===== src/sv/btpm_pkg.sv =====
// ----------------------------------------------------------------------------
// Balanced tile pixel mapper package
// Shared constants and register codes of the tile mapper.
// ----------------------------------------------------------------------------
`default_nettype none

package btpm_pkg;

  // Default sizing of the frame and of the tile grid.
  localparam int DEF_MAX_DIM        = 4096;
  localparam int DEF_MAX_TILES_SIDE = 16;

  // Width of the pixel sample carried through.
  localparam int VALUE_W = 16;

  // Register values after reset.
  localparam int RST_FRAME_HEIGHT   = 1024;
  localparam int RST_FRAME_WIDTH    = 1024;
  localparam int RST_TILES_PER_SIDE = 4;

  // Configuration register indexes.
  localparam int CFG_IDX_W = 2;

  typedef enum logic [CFG_IDX_W-1:0] {
    REG_FRAME_HEIGHT   = 2'd0,
    REG_FRAME_WIDTH    = 2'd1,
    REG_TILES_PER_SIDE = 2'd2
  } cfg_reg_e;

endpackage

`default_nettype wire


===== src/sv/btpm_div_step.sv =====
// ----------------------------------------------------------------------------
// Restoring division step
// Compares a partial remainder with the divisor shifted by a fixed amount
// and subtracts it when it fits, giving one quotient bit.
// ----------------------------------------------------------------------------
`default_nettype none

module btpm_div_step #(
  parameter int CW    = 12,
  parameter int DW    = 13,
  parameter int SHIFT = 0
) (
  input  wire logic [CW-1:0] rem_i,
  input  wire logic [DW-1:0] dvs_i,
  output logic      [CW-1:0] rem_o,
  output logic               bit_o
);

  localparam int XW = ((DW + SHIFT) > CW) ? (DW + SHIFT) : CW;

  logic [XW-1:0] rem_x;
  logic [XW-1:0] dvs_x;

  always_comb begin
    rem_x = XW'(rem_i);
    dvs_x = XW'(dvs_i) << SHIFT;
    bit_o = (rem_x >= dvs_x);
    rem_o = bit_o ? CW'(rem_x - dvs_x) : rem_i;
  end

endmodule

`default_nettype wire


===== src/sv/balanced_tile_pixel_mapper.sv =====
// ----------------------------------------------------------------------------
// Balanced tile pixel mapper
// Maps pixel coordinates onto a square grid of near-equal tiles.
// ----------------------------------------------------------------------------
// Pixels arrive on the slave stream, one beat per pixel, and each gives one
// beat on the master stream with the tile row, column and linear index, the
// offset inside the tile, the tile size and the sample passed through.
// Pixels outside the frame come out with tuser set and all data bits zero.
// The configuration port takes the frame height, frame width and tiles per
// side; any write of a known register starts a bit-serial divider that
// derives the base tile sizes, remainders and long-tile spans. The user
// must write configuration only while no pixel is in flight; the block
// does not enforce this. The pipeline has one selection stage, one
// restoring division stage per quotient bit, and the output register.
// One pixel is taken every cycle while the divider is idle and the
// receiver does not stall.
// After reset the divider runs once with the reset configuration, and
// s_axis_tready stays low until it has finished.
// When the receiver stalls, the pipeline fills up stage by stage and only
// then drops s_axis_tready; no beat is lost or repeated.
// ----------------------------------------------------------------------------
`default_nettype none

module balanced_tile_pixel_mapper
  import btpm_pkg::*;
#(
  parameter int MAX_DIM        = DEF_MAX_DIM,
  parameter int MAX_TILES_SIDE = DEF_MAX_TILES_SIDE,
  localparam int CW       = $clog2(MAX_DIM),
  localparam int DW       = $clog2(MAX_DIM + 1),
  localparam int NW       = $clog2(MAX_TILES_SIDE + 1),
  localparam int TW       = (MAX_TILES_SIDE > 1) ? $clog2(MAX_TILES_SIDE) : 1,
  localparam int IW       = 2 * TW,
  localparam int CFG_W    = (DW > NW) ? DW : NW,
  localparam int IN_BITS  = 2 * CW + VALUE_W,
  localparam int IN_W     = ((IN_BITS + 7) / 8) * 8,
  localparam int OUT_BITS = 4 * TW + 2 * CW + 2 * DW + VALUE_W,
  localparam int OUT_W    = ((OUT_BITS + 7) / 8) * 8
) (
  input  wire logic                 clk_i,
  input  wire logic                 rst_ni,
  input  wire logic                 cfg_we_i,
  input  wire logic [CFG_IDX_W-1:0] cfg_idx_i,
  input  wire logic [CFG_W-1:0]     cfg_data_i,
  input  wire logic                 s_axis_tvalid,
  output logic                      s_axis_tready,
  // pixel_row, pixel_col, pixel_value
  input  wire logic [IN_W-1:0]      s_axis_tdata,
  output logic                      m_axis_tvalid,
  input  wire logic                 m_axis_tready,
  // tile_row, tile_col, tile_index, inner_row, inner_col, tile_height,
  // tile_width, value_out
  output logic [OUT_W-1:0]          m_axis_tdata,
  // out_of_range
  output logic                      m_axis_tuser
);

  localparam int NS    = TW + 2;
  localparam int PW    = TW + NW;
  localparam int CNT_W = $clog2(DW);

  typedef enum logic [1:0] {
    CS_IDLE,
    CS_LOAD,
    CS_DIV,
    CS_SPAN
  } cfg_state_e;

  typedef struct packed {
    logic [CW-1:0] rem;
    logic [DW-1:0] dvs;
    logic [TW-1:0] off;
    logic [TW-1:0] quo;
    logic [DW-1:0] size;
    logic          none;
  } axis_t;

  typedef struct packed {
    axis_t               r;
    axis_t               c;
    logic [VALUE_W-1:0]  value;
    logic                oor;
  } mid_t;

  // --------------------------------------------------------------------------
  // Configuration registers
  // --------------------------------------------------------------------------
  logic [DW-1:0] frame_height_q;
  logic [DW-1:0] frame_width_q;
  logic [NW-1:0] tiles_q;
  logic          cfg_known;
  logic [DW-1:0] eff_h;
  logic [DW-1:0] eff_w;
  logic [NW-1:0] eff_t;

  assign cfg_known = cfg_we_i && (cfg_idx_i == REG_FRAME_HEIGHT ||
                                  cfg_idx_i == REG_FRAME_WIDTH ||
                                  cfg_idx_i == REG_TILES_PER_SIDE);

  always_ff @(posedge clk_i or negedge rst_ni) begin
    if (!rst_ni) begin
      frame_height_q <= DW'(RST_FRAME_HEIGHT);
      frame_width_q  <= DW'(RST_FRAME_WIDTH);
      tiles_q        <= NW'(RST_TILES_PER_SIDE);
    end else if (cfg_we_i) begin
      case (cfg_idx_i)
        REG_FRAME_HEIGHT:   frame_height_q <= cfg_data_i[DW-1:0];
        REG_FRAME_WIDTH:    frame_width_q  <= cfg_data_i[DW-1:0];
        REG_TILES_PER_SIDE: tiles_q        <= cfg_data_i[NW-1:0];
        default: ;
      endcase
    end
  end

  // Oversized frames and tile counts saturate, and a tile count of zero counts as one.
  always_comb begin
    eff_h = (frame_height_q > DW'(MAX_DIM)) ? DW'(MAX_DIM) : frame_height_q;
    eff_w = (frame_width_q > DW'(MAX_DIM)) ? DW'(MAX_DIM) : frame_width_q;
    if (tiles_q == '0) begin
      eff_t = NW'(1);
    end else if (tiles_q > NW'(MAX_TILES_SIDE)) begin
      eff_t = NW'(MAX_TILES_SIDE);
    end else begin
      eff_t = tiles_q;
    end
  end

  // --------------------------------------------------------------------------
  // Bit-serial split of both axes into base size and remainder
  // --------------------------------------------------------------------------
  cfg_state_e     cs_q;
  logic [CNT_W-1:0] cnt_q;
  logic [DW-1:0]  dvd_r_q, dvd_c_q;
  logic [NW:0]    rem_r_q, rem_c_q;
  logic [DW-1:0]  base_rows_q, base_cols_q;
  logic [TW-1:0]  extra_rows_q, extra_cols_q;
  logic [DW-1:0]  span_rows_q, span_cols_q;

  logic [NW:0]    rem_r_sh, rem_c_sh;
  logic           take_r, take_c;
  logic [DW:0]    base_r_inc, base_c_inc;
  logic [DW:0]    span_r_full, span_c_full;

  always_comb begin
    rem_r_sh    = {rem_r_q[NW-1:0], dvd_r_q[DW-1]};
    rem_c_sh    = {rem_c_q[NW-1:0], dvd_c_q[DW-1]};
    take_r      = (rem_r_sh >= {1'b0, eff_t});
    take_c      = (rem_c_sh >= {1'b0, eff_t});
    base_r_inc  = {1'b0, dvd_r_q} + (DW+1)'(1);
    base_c_inc  = {1'b0, dvd_c_q} + (DW+1)'(1);
    span_r_full = (DW+1)'(rem_r_q[TW-1:0]) * base_r_inc;
    span_c_full = (DW+1)'(rem_c_q[TW-1:0]) * base_c_inc;
  end

  always_ff @(posedge clk_i or negedge rst_ni) begin
    if (!rst_ni) begin
      cs_q         <= CS_LOAD;
      cnt_q        <= '0;
      dvd_r_q      <= '0;
      dvd_c_q      <= '0;
      rem_r_q      <= '0;
      rem_c_q      <= '0;
      base_rows_q  <= '0;
      base_cols_q  <= '0;
      extra_rows_q <= '0;
      extra_cols_q <= '0;
      span_rows_q  <= '0;
      span_cols_q  <= '0;
    end else if (cfg_known) begin
      cs_q <= CS_LOAD;
    end else begin
      case (cs_q)
        CS_LOAD: begin
          cnt_q   <= '0;
          dvd_r_q <= eff_h;
          dvd_c_q <= eff_w;
          rem_r_q <= '0;
          rem_c_q <= '0;
          cs_q    <= CS_DIV;
        end
        CS_DIV: begin
          cnt_q   <= cnt_q + CNT_W'(1);
          dvd_r_q <= {dvd_r_q[DW-2:0], take_r};
          dvd_c_q <= {dvd_c_q[DW-2:0], take_c};
          rem_r_q <= take_r ? (rem_r_sh - {1'b0, eff_t}) : rem_r_sh;
          rem_c_q <= take_c ? (rem_c_sh - {1'b0, eff_t}) : rem_c_sh;
          if (cnt_q == CNT_W'(DW - 1)) begin
            cs_q <= CS_SPAN;
          end
        end
        CS_SPAN: begin
          base_rows_q  <= dvd_r_q;
          base_cols_q  <= dvd_c_q;
          extra_rows_q <= rem_r_q[TW-1:0];
          extra_cols_q <= rem_c_q[TW-1:0];
          span_rows_q  <= span_r_full[DW-1:0];
          span_cols_q  <= span_c_full[DW-1:0];
          cs_q         <= CS_IDLE;
        end
        default: cs_q <= CS_IDLE;
      endcase
    end
  end

  // --------------------------------------------------------------------------
  // Pixel pipeline
  // --------------------------------------------------------------------------
  function automatic axis_t axis_select(input logic [CW-1:0] p,
                                        input logic [DW-1:0] base,
                                        input logic [TW-1:0] extra,
                                        input logic [DW-1:0] span);
    axis_t         a;
    logic [DW-1:0] p_x;
    a   = '0;
    p_x = DW'(p);
    if (p_x < span) begin
      a.rem  = p;
      a.dvs  = base + DW'(1);
      a.size = base + DW'(1);
    end else if (base != '0) begin
      a.rem  = CW'(p_x - span);
      a.dvs  = base;
      a.off  = extra;
      a.size = base;
    end else begin
      a.none = 1'b1;
    end
    return a;
  endfunction

  logic [NS-1:0] v_q;
  logic [NS-1:0] rdy;
  mid_t          mid_q [TW+1];
  mid_t          in_mid;
  logic          in_fire;
  logic [CW-1:0] in_row, in_col;

  assign rdy[NS-1] = !v_q[NS-1] || m_axis_tready;

  for (genvar k = 0; k < NS - 1; k++) begin : g_rdy
    assign rdy[k] = !v_q[k] || rdy[k+1];
  end

  assign s_axis_tready = rdy[0] && (cs_q == CS_IDLE);
  assign in_fire       = s_axis_tvalid && s_axis_tready;

  always_comb begin
    in_row       = s_axis_tdata[CW-1:0];
    in_col       = s_axis_tdata[2*CW-1:CW];
    in_mid.r     = axis_select(in_row, base_rows_q, extra_rows_q, span_rows_q);
    in_mid.c     = axis_select(in_col, base_cols_q, extra_cols_q, span_cols_q);
    in_mid.value = s_axis_tdata[2*CW+VALUE_W-1:2*CW];
    in_mid.oor   = (DW'(in_row) >= eff_h) || (DW'(in_col) >= eff_w);
  end

  always_ff @(posedge clk_i or negedge rst_ni) begin
    if (!rst_ni) begin
      v_q <= '0;
    end else begin
      if (rdy[0]) begin
        v_q[0] <= in_fire;
      end
      for (int k = 1; k < NS; k++) begin
        if (rdy[k]) begin
          v_q[k] <= v_q[k-1];
        end
      end
    end
  end

  always_ff @(posedge clk_i) begin
    if (rdy[0]) begin
      mid_q[0] <= in_mid;
    end
  end

  // One quotient bit per stage, most significant first.
  for (genvar k = 1; k <= TW; k++) begin : g_div
    logic [CW-1:0] rem_r, rem_c;
    logic          bit_r, bit_c;
    mid_t          step_d;

    btpm_div_step #(
      .CW    (CW),
      .DW    (DW),
      .SHIFT (TW - k)
    ) u_step_r (
      .rem_i (mid_q[k-1].r.rem),
      .dvs_i (mid_q[k-1].r.dvs),
      .rem_o (rem_r),
      .bit_o (bit_r)
    );

    btpm_div_step #(
      .CW    (CW),
      .DW    (DW),
      .SHIFT (TW - k)
    ) u_step_c (
      .rem_i (mid_q[k-1].c.rem),
      .dvs_i (mid_q[k-1].c.dvs),
      .rem_o (rem_c),
      .bit_o (bit_c)
    );

    always_comb begin
      step_d              = mid_q[k-1];
      step_d.r.rem        = rem_r;
      step_d.c.rem        = rem_c;
      step_d.r.quo[TW-k]  = bit_r;
      step_d.c.quo[TW-k]  = bit_c;
    end

    always_ff @(posedge clk_i) begin
      if (rdy[k]) begin
        mid_q[k] <= step_d;
      end
    end
  end

  // Output stage: tile numbers, linear index and zeroing of empty results.
  mid_t               last;
  logic [TW-1:0]      tile_r, tile_c;
  logic [PW-1:0]      idx_full;
  logic [CW-1:0]      inner_r, inner_c;
  logic [DW-1:0]      size_r, size_c;
  logic [VALUE_W-1:0] value_d;
  logic [OUT_W-1:0]   tdata_d;
  logic [OUT_W-1:0]   tdata_q;
  logic               tuser_q;

  always_comb begin
    last     = mid_q[TW];
    tile_r   = last.r.none ? '0 : last.r.off + last.r.quo;
    tile_c   = last.c.none ? '0 : last.c.off + last.c.quo;
    inner_r  = last.r.none ? '0 : last.r.rem;
    inner_c  = last.c.none ? '0 : last.c.rem;
    size_r   = last.r.none ? '0 : last.r.size;
    size_c   = last.c.none ? '0 : last.c.size;
    value_d  = last.value;
    idx_full = PW'(tile_r) * PW'(eff_t) + PW'(tile_c);
    tdata_d  = OUT_W'({value_d, size_c, size_r, inner_c, inner_r,
                       idx_full[IW-1:0], tile_c, tile_r});
    if (last.oor) begin
      tdata_d = '0;
    end
  end

  always_ff @(posedge clk_i) begin
    if (rdy[NS-1]) begin
      tdata_q <= tdata_d;
      tuser_q <= last.oor;
    end
  end

  assign m_axis_tvalid = v_q[NS-1];
  assign m_axis_tdata  = tdata_q;
  assign m_axis_tuser  = tuser_q;

  // --------------------------------------------------------------------------
  // Assertions
  // --------------------------------------------------------------------------
  a_busy_blocks_input : assert property (@(posedge clk_i) disable iff (!rst_ni)
    (cs_q != CS_IDLE) |-> !s_axis_tready)
    else $error("pixel accepted while tile sizes are being derived");

  a_write_restarts : assert property (@(posedge clk_i) disable iff (!rst_ni)
    cfg_known |=> (cs_q == CS_LOAD))
    else $error("register write did not restart the tile size derivation");

  a_div_rem_bound : assert property (@(posedge clk_i) disable iff (!rst_ni)
    (cs_q == CS_DIV) |-> (rem_r_q < {1'b0, eff_t}) && (rem_c_q < {1'b0, eff_t}))
    else $error("serial divider remainder not below the tile count");

  a_oor_zero : assert property (@(posedge clk_i) disable iff (!rst_ni)
    (m_axis_tvalid && m_axis_tuser) |-> (m_axis_tdata == '0))
    else $error("out-of-frame beat carries non-zero data");

endmodule

`default_nettype wire


===== config.mk =====
export PLATFORM = sky130hd
export DESIGN_NAME = balanced_tile_pixel_mapper
export DESIGN_NICKNAME = d
export VERILOG_FILES = /design/src/sv/btpm_pkg.sv /design/src/sv/btpm_div_step.sv /design/src/sv/balanced_tile_pixel_mapper.sv
export SDC_FILE = /design/constraint.sdc
export NUM_CORES = 1
export LEC_CHECK = 0
export ABC_AREA = 1
export BUFFER_PORTS_ARGS = -buffer_cell sky130_fd_sc_hd__clkbuf_2
export CORE_MARGIN = 2
export CORE_UTILIZATION = 62
export DETAILED_ROUTE_END_ITERATION = 12
export GPL_TIMING_DRIVEN = 0
export PLACE_DENSITY_LB_ADDON = 0.3
export SETUP_SLACK_MARGIN = 0.15
export SLEW_MARGIN = 30
export SYNTH_ARGS = -nofsm -noshare
export SYNTH_HDL_FRONTEND = slang
export SYNTH_SLANG_ARGS = --single-unit

===== constraint.sdc =====
create_clock -name clk_i -period 12.37 [get_ports clk_i]
set_input_delay 1.237 -clock clk_i [delete_from_list [all_inputs] [get_ports clk_i]]
set_output_delay 1.237 -clock clk_i [all_outputs]
set_load 0.05 [all_outputs]

==> reports/qor.txt <==
biggest area consumer among synthesized cells - edfxtp_1
Final Hold Violating Endpoints - 0
Routed WL - 70710 um
Core Util, Final - 69.87%
most frequent cell after synthesis - nand2_1
area of the core - 0.05255 mm2
sw frac - 42.72%
layout cells sized above 1 - 10.86%
vias in the first global route - 23150
status - completed
CP endpoint - s_axis_tready
num ports - 151
CP max FO - 47
TritonCTS clock tree - done
min Tclk post-route - 5738 ps
worst reg2reg path depth - 15
chip height - 234.5 um
initial detailed-routing violation count - 1569
Rows - 84
die area - 0.05499 mm2
Seq/Total Area, Yosys - 55.06%
ys flop type - edfxtp_1
R2R setup slack - 7680 ps
Antenna diodes - 0
RSZ-0062 raised after global routing - no
CTS clk-pin slew, worst paths - 60 ps
crit end category - primary output
sequential share of power - 35.8%
Setup Buffers After CTS - 0
Place WS - 6581 ps
reg2reg start - tiles_q[4]
DR pass1 iterations - 5
hpwl dp - 55400 um
Max-Cap Viols - 0
Initial Util - 62.69%
hold_buf cts - 0
Ys Warns - 0
residual DRC count - 0
grt ovf - 0
Max IR drop VDD - 0.0001464 V
leak pwr - 16.52 nW
pin count of the biggest net entering global routing - 80
crit path from - m_axis_tready
CTS root buffer - clkbuf_16
Syn Std Cell Area - 0.03294 mm2
relative slew slack - 35.91%
Final Max Tran Viols - 0
Sw Pwr - 4.597 mW
Finished Layout Cells - 4170
fmax - 174.3 MHz
GR Util All Layers - 26.29%
Power Dens Cells - 293.0 mW/mm2
RePlAce Congestion - 0.9323
worst skew pair latency - 620 ps
initial antenna violation count - 1
Hold WS - 397.6 ps
Area growth syn-to-layout - 11.46%
Final Power - 10.76 mW
Synth top area share - 44.48%
post_cts resized - 0
Design Area, Final - 0.03672 mm2
Die X - 234.5 um
Worst Max-Slew Pin Slew - 954.9 ps
final worst slack - 6632 ps
EDFF count, synth - 488
Worst Setup Start Kind - input pin
Synth Instances - 3214
Post-synth top cells - nand2_1, edfxtp_1, inv_1
CP Data Arrival Time - 4500 ps
Setup TNS - 0 ps
first-pass GRT wire length - 114500 um
Worst Path Required - 11130 ps
Routed Antenna Nets - 0
r2r endpoint - m_axis_tdata[14]
DR vias - 22990
clk sinks - 627
Comb pwr share - 47.3%
placed instance area - 0.03473 mm2
critical path class - in -> out
Worst Skew - 24.25 ps
IO buf count - 144
Placed Instances - 4058
Yosys cell types - 64
Int Power - 6.162 mW
TritonCTS buffer count - 60
crit share post-route - 46.38%
wire per inst - 16.96 um
drt via density - 5.512
number of H-tree levels - 2
clock share of power - 16.9%
asr flop ratio synth - 22.17%
#FFs+latches synth - 627
nets - 3754
worst hold path class - reg -> reg
Syn Area/Cell - 10.25 um2
CTS max path bufs - 3
final setup fails - 0
synth top area cells - edfxtp_1, dfrtp_1, ha_1
cells in the final DEF (no fill, tap or decap), types with 7 or more instances in the layout:
cell / netlist / layout
clkinv_2: 0 / 9
o21ai_1: 32 / 33
o22ai_1: 13 / 13
dfrtp_1: 135 / 135
nor3_1: 38 / 38
o21ai_2: 7 / 7
clkbuf_8: 0 / 7
a31oi_1: 9 / 9
ha_1: 202 / 202
xnor2_1: 43 / 43
nand2_1: 549 / 548
buf_2: 10 / 10
clkbuf_1: 33 / 46
clkinvlp_4: 0 / 9
nand3_2: 9 / 9
o221ai_1: 24 / 24
buf_6: 8 / 8
xor2_1: 90 / 90
a21o_1: 13 / 13
nor4_1: 23 / 23
inv_2: 13 / 13
nor2_1: 344 / 344
clkinv_1: 5 / 9
fa_1: 60 / 60
edfxtp_1: 488 / 488
nand3_1: 115 / 115
inv_1: 484 / 479
or2_2: 9 / 9
clkbuf_2: 0 / 143
a21oi_2: 17 / 17
nor2_2: 15 / 15
buf_4: 11 / 11
a21oi_1: 150 / 150
clkbuf_16: 0 / 61
nand4_1: 30 / 30
o21ai_0: 155 / 154
critical path: stages:
cell      delay, ps
clkbuf_2         80
nor2_1           50
inv_4           400
nor2_1          190
inv_6           190
nor2_1           90
inv_4           440
nor2_1          160
inv_4           480
nor2_1          230
nand2_4         420
nand2_1         140
inv_1           100
clkbuf_2        270
power by group through the flow:
stage	Combinational, mW	Clock [mW]	Sequential, mW
floorplan	3.48	0	4.12
global placement	4.80	0	3.86
detailed placement	5.01	0	3.89
CTS	5.05	1.85	3.85
global route	5.69	1.92	3.95
finish	5.09	1.81	3.85
state kept, by name, summed over array words and instances (netlist names), 5 cells and up:
signal and flops:
m_axis_tdata 82, rem_r_q 5, base_rows_q 13, dvd_r_q 13
span_cols_q 13, dvd_c_q 13, tiles_q 5, mid_q 405
frame_width_q 13, span_rows_q 13, frame_height_q 13, rem_c_q 5
base_cols_q 13, v_q 6
how the worst min path moves through the flow:
stage	slack, ps	cells after the start	from	end
global placement	400	0	mid_q[0][342]	mid_q[0][453]
global route	420	0	mid_q[0][196]	mid_q[0][307]
floorplan	400	0	mid_q[0][0]	mid_q[0][111]
detailed placement	400	0	mid_q[0][111]	mid_q[0][222]
finish	400	0	mid_q[0][333]	mid_q[0][444]
CTS	390	0	mid_q[0][333]	mid_q[0][444]
cell type report:
class                           instances  area (um2)
Multi-Input combinational cell       2027       12590
Clock inverter                         31       324.1
Tap cell                              688       860.8
Timing Repair Buffer                  151       884.6
Inverter                              503        1906
Sequential cell                       627       18140
Clock buffer                           81        1665
Fill cell                            3790       15830
Buffer                                 62       346.6
kinds of logic after synthesis:
group	Yosys count	share of synthesized area, %
other cells	1	0.01138
flops	627	55.06
fa+ha+maj	262	11.32
compound gates	467	8.329
simple gates	1159	14.95
xor+xnor	133	3.536
buf+inv	565	6.791
routing by layer:
layer	global-route usage, %	vias to the layer above	part of all wire, %
li1	-	11220	-
met1	33.37	10890	41
met2	46.02	685	50
met3	3.004	188	5.0
met4	10.79	0	3.8
met5	0	-	0
Power figures use the tool's default switching activity.
